===== config.mk =====
export PLATFORM = sky130hd
export DESIGN_NAME = subscription_match_table_core
export DESIGN_NICKNAME = d
export VERILOG_FILES = /design/src/sv/smt_pkg.sv /design/src/sv/subscription_match_table_core.sv
export SDC_FILE = /design/constraint.sdc
export NUM_CORES = 2
export LEC_CHECK = 0
export ABC_AREA = 1
export ABC_CLOCK_PERIOD_IN_PS = 12840
export BUFFER_PORTS_ARGS = -buffer_cell sky130_fd_sc_hd__buf_2
export CAP_MARGIN = 0
export CORE_ASPECT_RATIO = 1.4
export CORE_MARGIN = 2
export CORE_UTILIZATION = 40
export DETAILED_ROUTE_END_ITERATION = 8
export PLACE_DENSITY = 0.53
export SYNTH_ARGS = -nofsm -noshare
export SYNTH_HDL_FRONTEND = slang
export SYNTH_SLANG_ARGS = --single-unit

===== constraint.sdc =====
create_clock -name i_clk -period 12.84 [get_ports i_clk]
set_clock_uncertainty 0.15 [all_clocks]
set_input_delay 1.926 -clock i_clk [delete_from_list [all_inputs] [get_ports i_clk]]
set_output_delay 1.926 -clock i_clk [all_outputs]
set_load 0.02 [all_outputs]

===== src/sv/smt_pkg.sv =====
// shared constants and types for the subscription match table
package smt_pkg;

    localparam int DEFAULT_TABLE_ENTRIES = 16;

    localparam int OP_W      = 2;
    localparam int ID_W      = 32;
    localparam int MASK_W    = 32;
    localparam int USED_W    = 5;
    localparam int S_DATA_W  = 2 * ID_W + MASK_W;
    localparam int M_DATA_W  = 8;

    localparam logic [OP_W-1:0] OP_ADD   = 2'd0;
    localparam logic [OP_W-1:0] OP_MATCH = 2'd1;
    localparam logic [OP_W-1:0] OP_CLEAR = 2'd2;

    typedef logic [ID_W-1:0]   t_id;
    typedef logic [MASK_W-1:0] t_mask;

endpackage


===== src/sv/subscription_match_table_core.sv =====
// subscription match table: identifier / stream-mask store with add, match and clear
// an accepted word is held in the input register, then moves into the result register
// throughput: one word per cycle while the result side keeps taking words
// the table is flip-flops compared in parallel in the single stage between
// the input register and the result register
// reset clears the entry count and both valid flags; entry contents are not cleared
// and are only ever read below the count, so no clearing pass is needed
module subscription_match_table_core
    import smt_pkg::*;
#(
    parameter int TABLE_ENTRIES = DEFAULT_TABLE_ENTRIES
) (
    input  logic                i_clk,
    input  logic                i_rst_n,
    // input channel
    input  logic                i_s_tvalid,
    output logic                o_s_tready,
    input  logic [S_DATA_W-1:0] i_s_tdata,  // process_id, other_process_id, stream_mask
    input  logic [OP_W-1:0]     i_s_tuser,  // operation
    // result channel
    output logic                o_m_tvalid,
    input  logic                i_m_tready,
    output logic [M_DATA_W-1:0] o_m_tdata   // accepted, entries_used, zero pad
);

    // count must be able to hold the table depth itself
    localparam int CNT_W = $clog2(TABLE_ENTRIES + 1);

    // input register
    logic            r_in_valid;
    logic [OP_W-1:0] r_op;
    t_id             r_pid;
    t_id             r_other;
    t_mask           r_mask;

    // table storage and count
    t_id             r_ids   [TABLE_ENTRIES];
    t_mask           r_masks [TABLE_ENTRIES];
    logic [CNT_W-1:0] r_count;
    logic [CNT_W-1:0] n_count;

    // result register
    logic              r_out_valid;
    logic              r_accepted;
    logic [USED_W-1:0] r_used;
    logic              n_accepted;

    // stage moves forward when the result slot is free or being emptied
    logic advance;
    assign advance    = r_in_valid && (!r_out_valid || i_m_tready);
    assign o_s_tready = !r_in_valid || advance;

    // per-entry compare results
    logic [TABLE_ENTRIES-1:0] entry_valid;
    logic [TABLE_ENTRIES-1:0] add_hit;
    logic [TABLE_ENTRIES-1:0] match_hit;
    logic [TABLE_ENTRIES-1:0] append_sel;
    logic                     add_ok;
    logic                     table_full;
    logic                     do_merge;
    logic                     do_append;

    always_comb begin
        for (int i = 0; i < TABLE_ENTRIES; i++) begin
            entry_valid[i] = CNT_W'(i) < r_count;
            add_hit[i]     = entry_valid[i] && (r_ids[i] == r_pid);
            // overlap on the query mask and either identifier, secondary only if nonzero
            match_hit[i]   = entry_valid[i] && ((r_masks[i] & r_mask) != '0) &&
                             ((r_ids[i] == r_pid) ||
                              ((r_other != '0) && (r_ids[i] == r_other)));
            append_sel[i]  = CNT_W'(i) == r_count;
        end
    end

    assign table_full = r_count >= CNT_W'(TABLE_ENTRIES);
    assign add_ok     = (r_pid != '0) && (r_mask != '0);
    // identifiers are unique in the table, so merging into every hit is the lowest hit
    assign do_merge   = add_ok && (add_hit != '0);
    assign do_append  = add_ok && (add_hit == '0) && !table_full;

    always_comb begin
        n_count    = r_count;
        n_accepted = 1'b0;
        unique case (r_op)
            OP_ADD: begin
                n_accepted = do_merge || do_append;
                if (do_append) begin
                    n_count = r_count + CNT_W'(1);
                end
            end
            OP_MATCH: begin
                n_accepted = match_hit != '0;
            end
            OP_CLEAR: begin
                n_count    = '0;
                n_accepted = 1'b1;
            end
            default: begin
                // unused code leaves everything as it is
                n_accepted = 1'b0;
            end
        endcase
    end

    // control registers
    always_ff @(posedge i_clk) begin
        if (!i_rst_n) begin
            r_in_valid  <= 1'b0;
            r_out_valid <= 1'b0;
            r_count     <= '0;
        end else begin
            if (o_s_tready) begin
                r_in_valid <= i_s_tvalid;
            end
            if (advance) begin
                r_out_valid <= 1'b1;
                r_count     <= n_count;
            end else if (i_m_tready) begin
                r_out_valid <= 1'b0;
            end
        end
    end

    // input payload
    always_ff @(posedge i_clk) begin
        if (o_s_tready && i_s_tvalid) begin
            r_op    <= i_s_tuser;
            r_pid   <= i_s_tdata[ID_W-1:0];
            r_other <= i_s_tdata[2*ID_W-1:ID_W];
            r_mask  <= i_s_tdata[S_DATA_W-1:2*ID_W];
        end
    end

    // result payload, count wraps into the five-bit field
    always_ff @(posedge i_clk) begin
        if (advance) begin
            r_accepted <= n_accepted;
            r_used     <= USED_W'(n_count);
        end
    end

    // table writes: merge into a hit, or append at the count
    always_ff @(posedge i_clk) begin
        if (advance && (r_op == OP_ADD)) begin
            for (int i = 0; i < TABLE_ENTRIES; i++) begin
                if (do_merge && add_hit[i]) begin
                    r_masks[i] <= r_masks[i] | r_mask;
                end else if (do_append && append_sel[i]) begin
                    r_ids[i]   <= r_pid;
                    r_masks[i] <= r_mask;
                end
            end
        end
    end

    assign o_m_tvalid = r_out_valid;
    assign o_m_tdata  = {{(M_DATA_W - USED_W - 1){1'b0}}, r_used, r_accepted};

    // the count never passes the table depth
    a_count_bound: assert property (@(posedge i_clk) disable iff (!i_rst_n)
        r_count <= CNT_W'(TABLE_ENTRIES))
        else $error("entry count above table depth");

    // the count only moves when a word advances into the result slot
    a_count_hold: assert property (@(posedge i_clk) disable iff (!i_rst_n)
        !advance |=> $stable(r_count))
        else $error("entry count changed without an item");

    // a clear leaves the table empty
    a_clear_empty: assert property (@(posedge i_clk) disable iff (!i_rst_n)
        (advance && (r_op == OP_CLEAR)) |=> (r_count == '0) && r_accepted)
        else $error("clear did not empty the table");

    // an add never grows the count by more than one entry
    a_add_step: assert property (@(posedge i_clk) disable iff (!i_rst_n)
        (advance && (r_op == OP_ADD)) |=>
            ((r_count == $past(r_count)) || (r_count == $past(r_count) + CNT_W'(1))))
        else $error("add changed the count by more than one");

    // an add with a zero operand is rejected and leaves the count alone
    a_reject_hold: assert property (@(posedge i_clk) disable iff (!i_rst_n)
        (advance && (r_op == OP_ADD) && !add_ok) |=> (r_count == $past(r_count)) && !r_accepted)
        else $error("zero operand add was not rejected");

endmodule


## Yosys cells after proc, flatten, opt, wreduce, memory -nomap -nowiden

Memory sizes are Yosys's and may differ from the RTL's.
Index checks and enable logic that the tools add are counted.
Widths: inputs -> output; s select.

- RAM bits: 1024
- Word-level logic and storage cells: 469
- Memories kept: 2
- Flip-flop bits (word level): 111

Memory list:

| memory | words | width | rd ports | clocked after memory_dff | wr ports | line | RTL |
|---|---|---|---|---|---|---|---|
| r_ids | 16 | 32 | 16 | 0 | 1 | subscription_match_table_core.sv:37 | `t_id r_ids [TABLE_ENTRIES];` |
| r_masks | 16 | 32 | 16 | 0 | 16 | subscription_match_table_core.sv:38 | `t_mask r_masks [TABLE_ENTRIES];` |

- Bitwise gates (word level): 48
- $add $sub $neg: 1
- Magnitude comparators: 17
- Reduce and logical (&&, ||, !) cells: 165
- Equal/unequal tests: 49
- Multiplexer cells: 178

Operators by type and width:

| kind | count |
|---|---|
| $eq 32x32->1 | 32 |
| $mux 32 | 31 |
| $reduce_bool 32->1 | 19 |
| $and 32x32->32 | 16 |
| $or 32x32->32 | 16 |
| $reduce_or 32->1 | 15 |
| $mux 1 | 129 |
| $logic_and 1x1->1 | 103 |
| $mux 4 | 15 |
| $eq 4x5->1 const A | 8 |
| $lt 4x5->1 const A | 8 |
| $reduce_bool 16->1 | 2 |
| $eq 3x5->1 const A | 4 |
| $lt 3x5->1 const A | 4 |
| $logic_or 1x1->1 | 19 |
| $logic_not 16->1 | 1 |
| $or 1x1->1 | 16 |
| $eq 2x5->1 const A | 2 |
| $lt 1x5->1 const A | 2 |
| $lt 2x5->1 const A | 2 |
| $pmux 5 s2 | 1 |
| $add 5x1->5 const B | 1 |
| $eq 1x5->1 const A | 1 |
| $ge 5x5->1 const B | 1 |
| other kinds (8) | 10 |

## Longest topological paths before layout

An unclocked memory read counts as a cell.

- Word-level depth: 27
- Depth in mapped cells: 21
- Depth with buffers taken out: 18

## Least setup slack after synthesis

OpenSTA, ideal clock, no wires.

- Path kind: input to register
- Start: input i_m_tready
- End: memory r_masks[0][0] in the netlist's numbering (enable)
- Stages: 8
- Arrival time: 5465 ps
- Setup slack: 6755 ps
- Path buffers: 2
- Library setup time: 470 ps
- Cell sequence: inv_1 -> nand2_1 -> nand2_1 -> nor2_2 -> inv_1 -> clkbuf_1 -> clkbuf_1 -> o31ai_1

RTL lines:

| what | line | RTL |
|---|---|---|
| start, declared | subscription_match_table_core.sv:22 | `input logic i_m_tready,` |
| end, declared | subscription_match_table_core.sv:38 |  |

## Worst setup path after layout

- Start: register r_count[4]
- End: memory r_ids[0][106] in the netlist's numbering (enable)

- Word-level cells in the longest chain between the ends: 26

Ends and longest elaborated chain:

| what | line | RTL |
|---|---|---|
| start, declared | subscription_match_table_core.sv:39 | `logic [CNT_W-1:0] r_count;` |
| start signal, assigned | subscription_match_table_core.sv:117 | `r_count <= n_count;` |
| $lt 1x5->1 (tied with other cells) | subscription_match_table_core.sv:65 | `entry_valid[i] = CNT_W'(i) < r_count;` |
| $logic_and 1x1->1 | subscription_match_table_core.sv:66 | `add_hit[i] = entry_valid[i] && (r_ids[i] == r_pid);` |
| $logic_not 16->1 | subscription_match_table_core.sv:79 | `assign do_append = add_ok && (add_hit == '0) && !table_full;` |
| $logic_and 1x1->1 (2 in series) | subscription_match_table_core.sv:79 |  |
| $logic_and 1x1->1 | subscription_match_table_core.sv:148 | `end else if (do_append && append_sel[i]) begin` |
| $mux 1 | subscription_match_table_core.sv:148 |  |
| $mux 1 | subscription_match_table_core.sv:146 | `if (do_merge && add_hit[i]) begin` |
| $mux 1 | subscription_match_table_core.sv:144 | `if (advance && (r_op == OP_ADD)) begin` |
| $mux 1 (implied by the code) | subscription_match_table_core.sv:149 | `r_ids[i] <= r_pid;` |
| $reduce_or 32->1 (no source line) | - |  |
| $mux 4 (no source line) or $mux 1 (tied branches) (15 in series) | - |  |
| end, declared | subscription_match_table_core.sv:37 |  |

Several ways; a longest one is shown, not always the timed one.

==> key figures <==
Run status
  – Outcome: complete, no violations

Global routing
  – Total GRT Usage: 26.62%
  – Vias in the first global route: 38169
  – Grt total ovfl: 0
  – Initial antenna violation count: 4
  – Largest net degree at the start of global routing: 51
  – First-pass GRT wire length: 273.5 mm

Setup path
  – CP max FO: 32
  – Cell family with most CP delay: simple AND/OR/NAND/NOR gates
  – CP required: 13.07 ns
  – Arrival time at the worst endpoint: 5.89 ns
  – WS Path Type: register to register
  – Crit. End Element: register
  – Crit path largest cell delay: 0.63 ns
  – Cells along the critical path: nor2_4 > inv_2 > nor2_8 > inv_2 > nor2_2 > inv_1 > nand3_1 > nand2_1 > nor2_1 > nand2_1 > nor2_4 > nand3_2 > inv_2 > nand4_2 > buf_4 > inv_2
  – Cell mode on critical path: inv_2
  – Element type at the critical path start: register
  – Slowest cell on crit path: nand4_2
  – R2R Setup Slk: 7.19 ns
  – CP Buf/Inv Count: 6

Detailed routing
  – Vias: 39153
  – Via density: 5.336
  – First-iteration detailed-routing DRC count: 3996
  – 1st-pass router iterations: 7
  – Antenna Nets Post-Route: 0
  – Routed wire length: 194.2 mm
  – # DRC: 0
  – DR WL/cell: 26.47 µm

Clock network
  – Clk Latency, worst-skew pair: 0.80 ns
  – Clock sink count: 1135
  – H-tree levels: 3
  – PostCTS Resize Cnt: 0
  – CTS Hold Bufs: 0
  – Clock Tree Buf Depth: 3
  – Cts bufs inserted: 118
  – Clk root buf: clkbuf_16
  – CTS tree: yes
  – Post-CTS Setup Bufs: 0
  – Reg clk slew, reported paths: 0.07 ns

Synth
  – Synth area leaders: edfxtp_1 60%, xnor2_1 14%, nand2_1 10%, inv_1 2.1%, nor2_1 2.0%
  – Post-synthesis mux area share: 0%
  – Mean area per synthesized cell: 10.67 µm²
  – Largest area contributor in the synthesized netlist: edfxtp_1
  – Post-Synth XOR/XNOR Area: 14.66%
  – Adder-Cell Fraction of Synth Area: 0.06628%
  – Post-synthesis compound-gate area fraction: 4.407%
  – Largest family of logic cells by synthesized area: simple AND/OR/NAND/NOR gates
  – Yosys cell types: 45
  – Post-synthesis cell count: 5306
  – Share of the synthesized area in the top cell type: 59.81%
  – #FFs+latches synth: 1135
  – Register area share after synthesis: 60.06%
  – Simple-Gate Fraction of Synth Area: 15.92%
  – Yosys Warn Count: 0
  – Synthesized area: 0.05664 mm²

Timing
  – Sum Neg Setup Slack: 0 ns
  – Unrepaired setup endpoints after global routing: false
  – Final hold vios: 0
  – Period utilization: 44.04%
  – Achievable Freq: 176.8 MHz
  – Final setup vio count: 0
  – Slack of the critical path: 7.185 ns
  – Worst-margin pin slew: 1.202 ns
  – Tmin final: 5.655 ns
  – Max-slew violation count: 0
  – Slew headroom: 19.36%

Flow run
  – Maxcap violations: 0

Floorplanning
  – Initial Util: 40.25%
  – Std cell rows: 163
  – Die height: 449.2 µm
  – Die width: 322.0 µm
  – Ports: 112
  – Placeable Area: 0.1407 mm²
  – DIE AREA: 0.1447 mm²

Placed design
  – PortBufs: 109
  – Placed cell area: 0.05942 mm²
  – DPL Wire Length: 124.7 mm
  – Setup WS pre-CTS: 7.155 ns
  – GPL Wtd Cong: 0.9540

Finish
  – Layout area overhead: 11.47%
  – Post-route cell area: 0.06313 mm²
  – Layout cells sized above 1: 9.382%
  – Fin nets: 5529

Worst hold path
  – Worst hold path class: register to register

Power and ir drop
  – Power per cell area: 129.1 mW/mm²
  – Final Power: 8.153 mW
  – Leak: 22.53 nW
  – Max VDD drop: 0.1431 mV
cells in the mapped netlist, drive strengths merged:
cell type	count
a21boi	4
a21oi	53
a221oi	34
a22o	14
a22oi	1
a31oi	1
a41oi	3
and2	1
buf	115
clkbuf	156
clkinv	15
conb	1
dfxtp	7
edfxtp	1128
ha	3
inv	331
nand2	1522
nand3	84
nand3b	7
nand4	151
nor2	314
nor3	44
nor4	27
o2111ai	2
o211ai	3
o21ai	212
o21bai	2
o22ai	83
o31ai	14
or2	26
xnor2	874
xor2	74
flip-flops by register name, summed over array words and instances (netlist names), 2 cells and up:
register  cells
r_count       5
r_ids       512
r_mask       32
r_masks     512
r_op          2
r_other      32
r_pid        32
r_used        5
logic make-up (layout without fill, tap and decap cells):
logic type,Yosys count,count (layout)
compound gates,426,426
xor+xnor,948,948
flops,1135,1135
other cells,1,3
simple gates,2176,2176
fa+ha+maj,3,3
buf+inv,617,831
final cells by class:
class,instances,area (µm²)
Multi-Input combinational cell,3555,20090
Clock inverter,60,566.8
Inverter,346,1304
Tap cell,1815,2271
Sequential cell,1135,34010
Antenna cell,1,2.502
Clock buffer,157,3141
Timing Repair Buffer,268,1739
Fill cell,13425,77590
worst paths after layout:
kind | start | cells past startpoint | end
worst max-delay path | r_count[4] | 16 | r_ids[0][106]
worst min-delay path | o_m_tvalid | 2 | o_m_tvalid
worst max register to register | r_count[4] | 16 | r_ids[0][106]
worst min register to register | o_m_tvalid | 2 | o_m_tvalid
worst register-to-register path, delay by kind of cell, from the launching register on:
kind / cells / cell delay [ns]
buffers and inverters: 6 / 1.87
AND/OR/NAND/NOR: 10 / 2.65
flip-flops: 1 / 0.55
placed cells by master (no fill, tap or decap), drive strengths merged, types with 34 or more instances in the layout:
cell type / synthesis / final
nand2: 1522 / 1522
edfxtp: 1128 / 1128
xnor2: 874 / 874
inv: 331 / 334
nor2: 314 / 314
buf: 115 / 268
o21ai: 212 / 212
clkbuf: 156 / 157
nand4: 151 / 151
nand3: 84 / 84
o22ai: 83 / 83
xor2: 74 / 74
clkinv: 15 / 61
a21oi: 53 / 53
nor3: 44 / 44
a221oi: 34 / 34
routing by layer:
metal	wire (µm)	part of all wire, %	GRT usage (%)
met5	25	0.013	0
met4	15020	7.7	18.68
met3	10620	5.5	3.294
met2	96940	50	45.79
met1	71580	37	30.66
through the flow:
stage                     util [%]  std cells  hold slack, ns
final                        44.86       7337          0.3886
after global routing         44.86       7337          0.4067
after CTS                    44.86       7336          0.3909
after detailed placement     42.23       7119          0.3724
after global placement       42.23       7119          0.3769
after floorplan                  -       5307          0.3631
report_power, final:
group          total (mW)  switching (mW)  internal, mW
clock network        3.40            1.52          1.88
logic               0.646           0.452         0.194
registers            4.11          0.0174          4.09
Note: power is estimated with default switching activity, not from simulation.
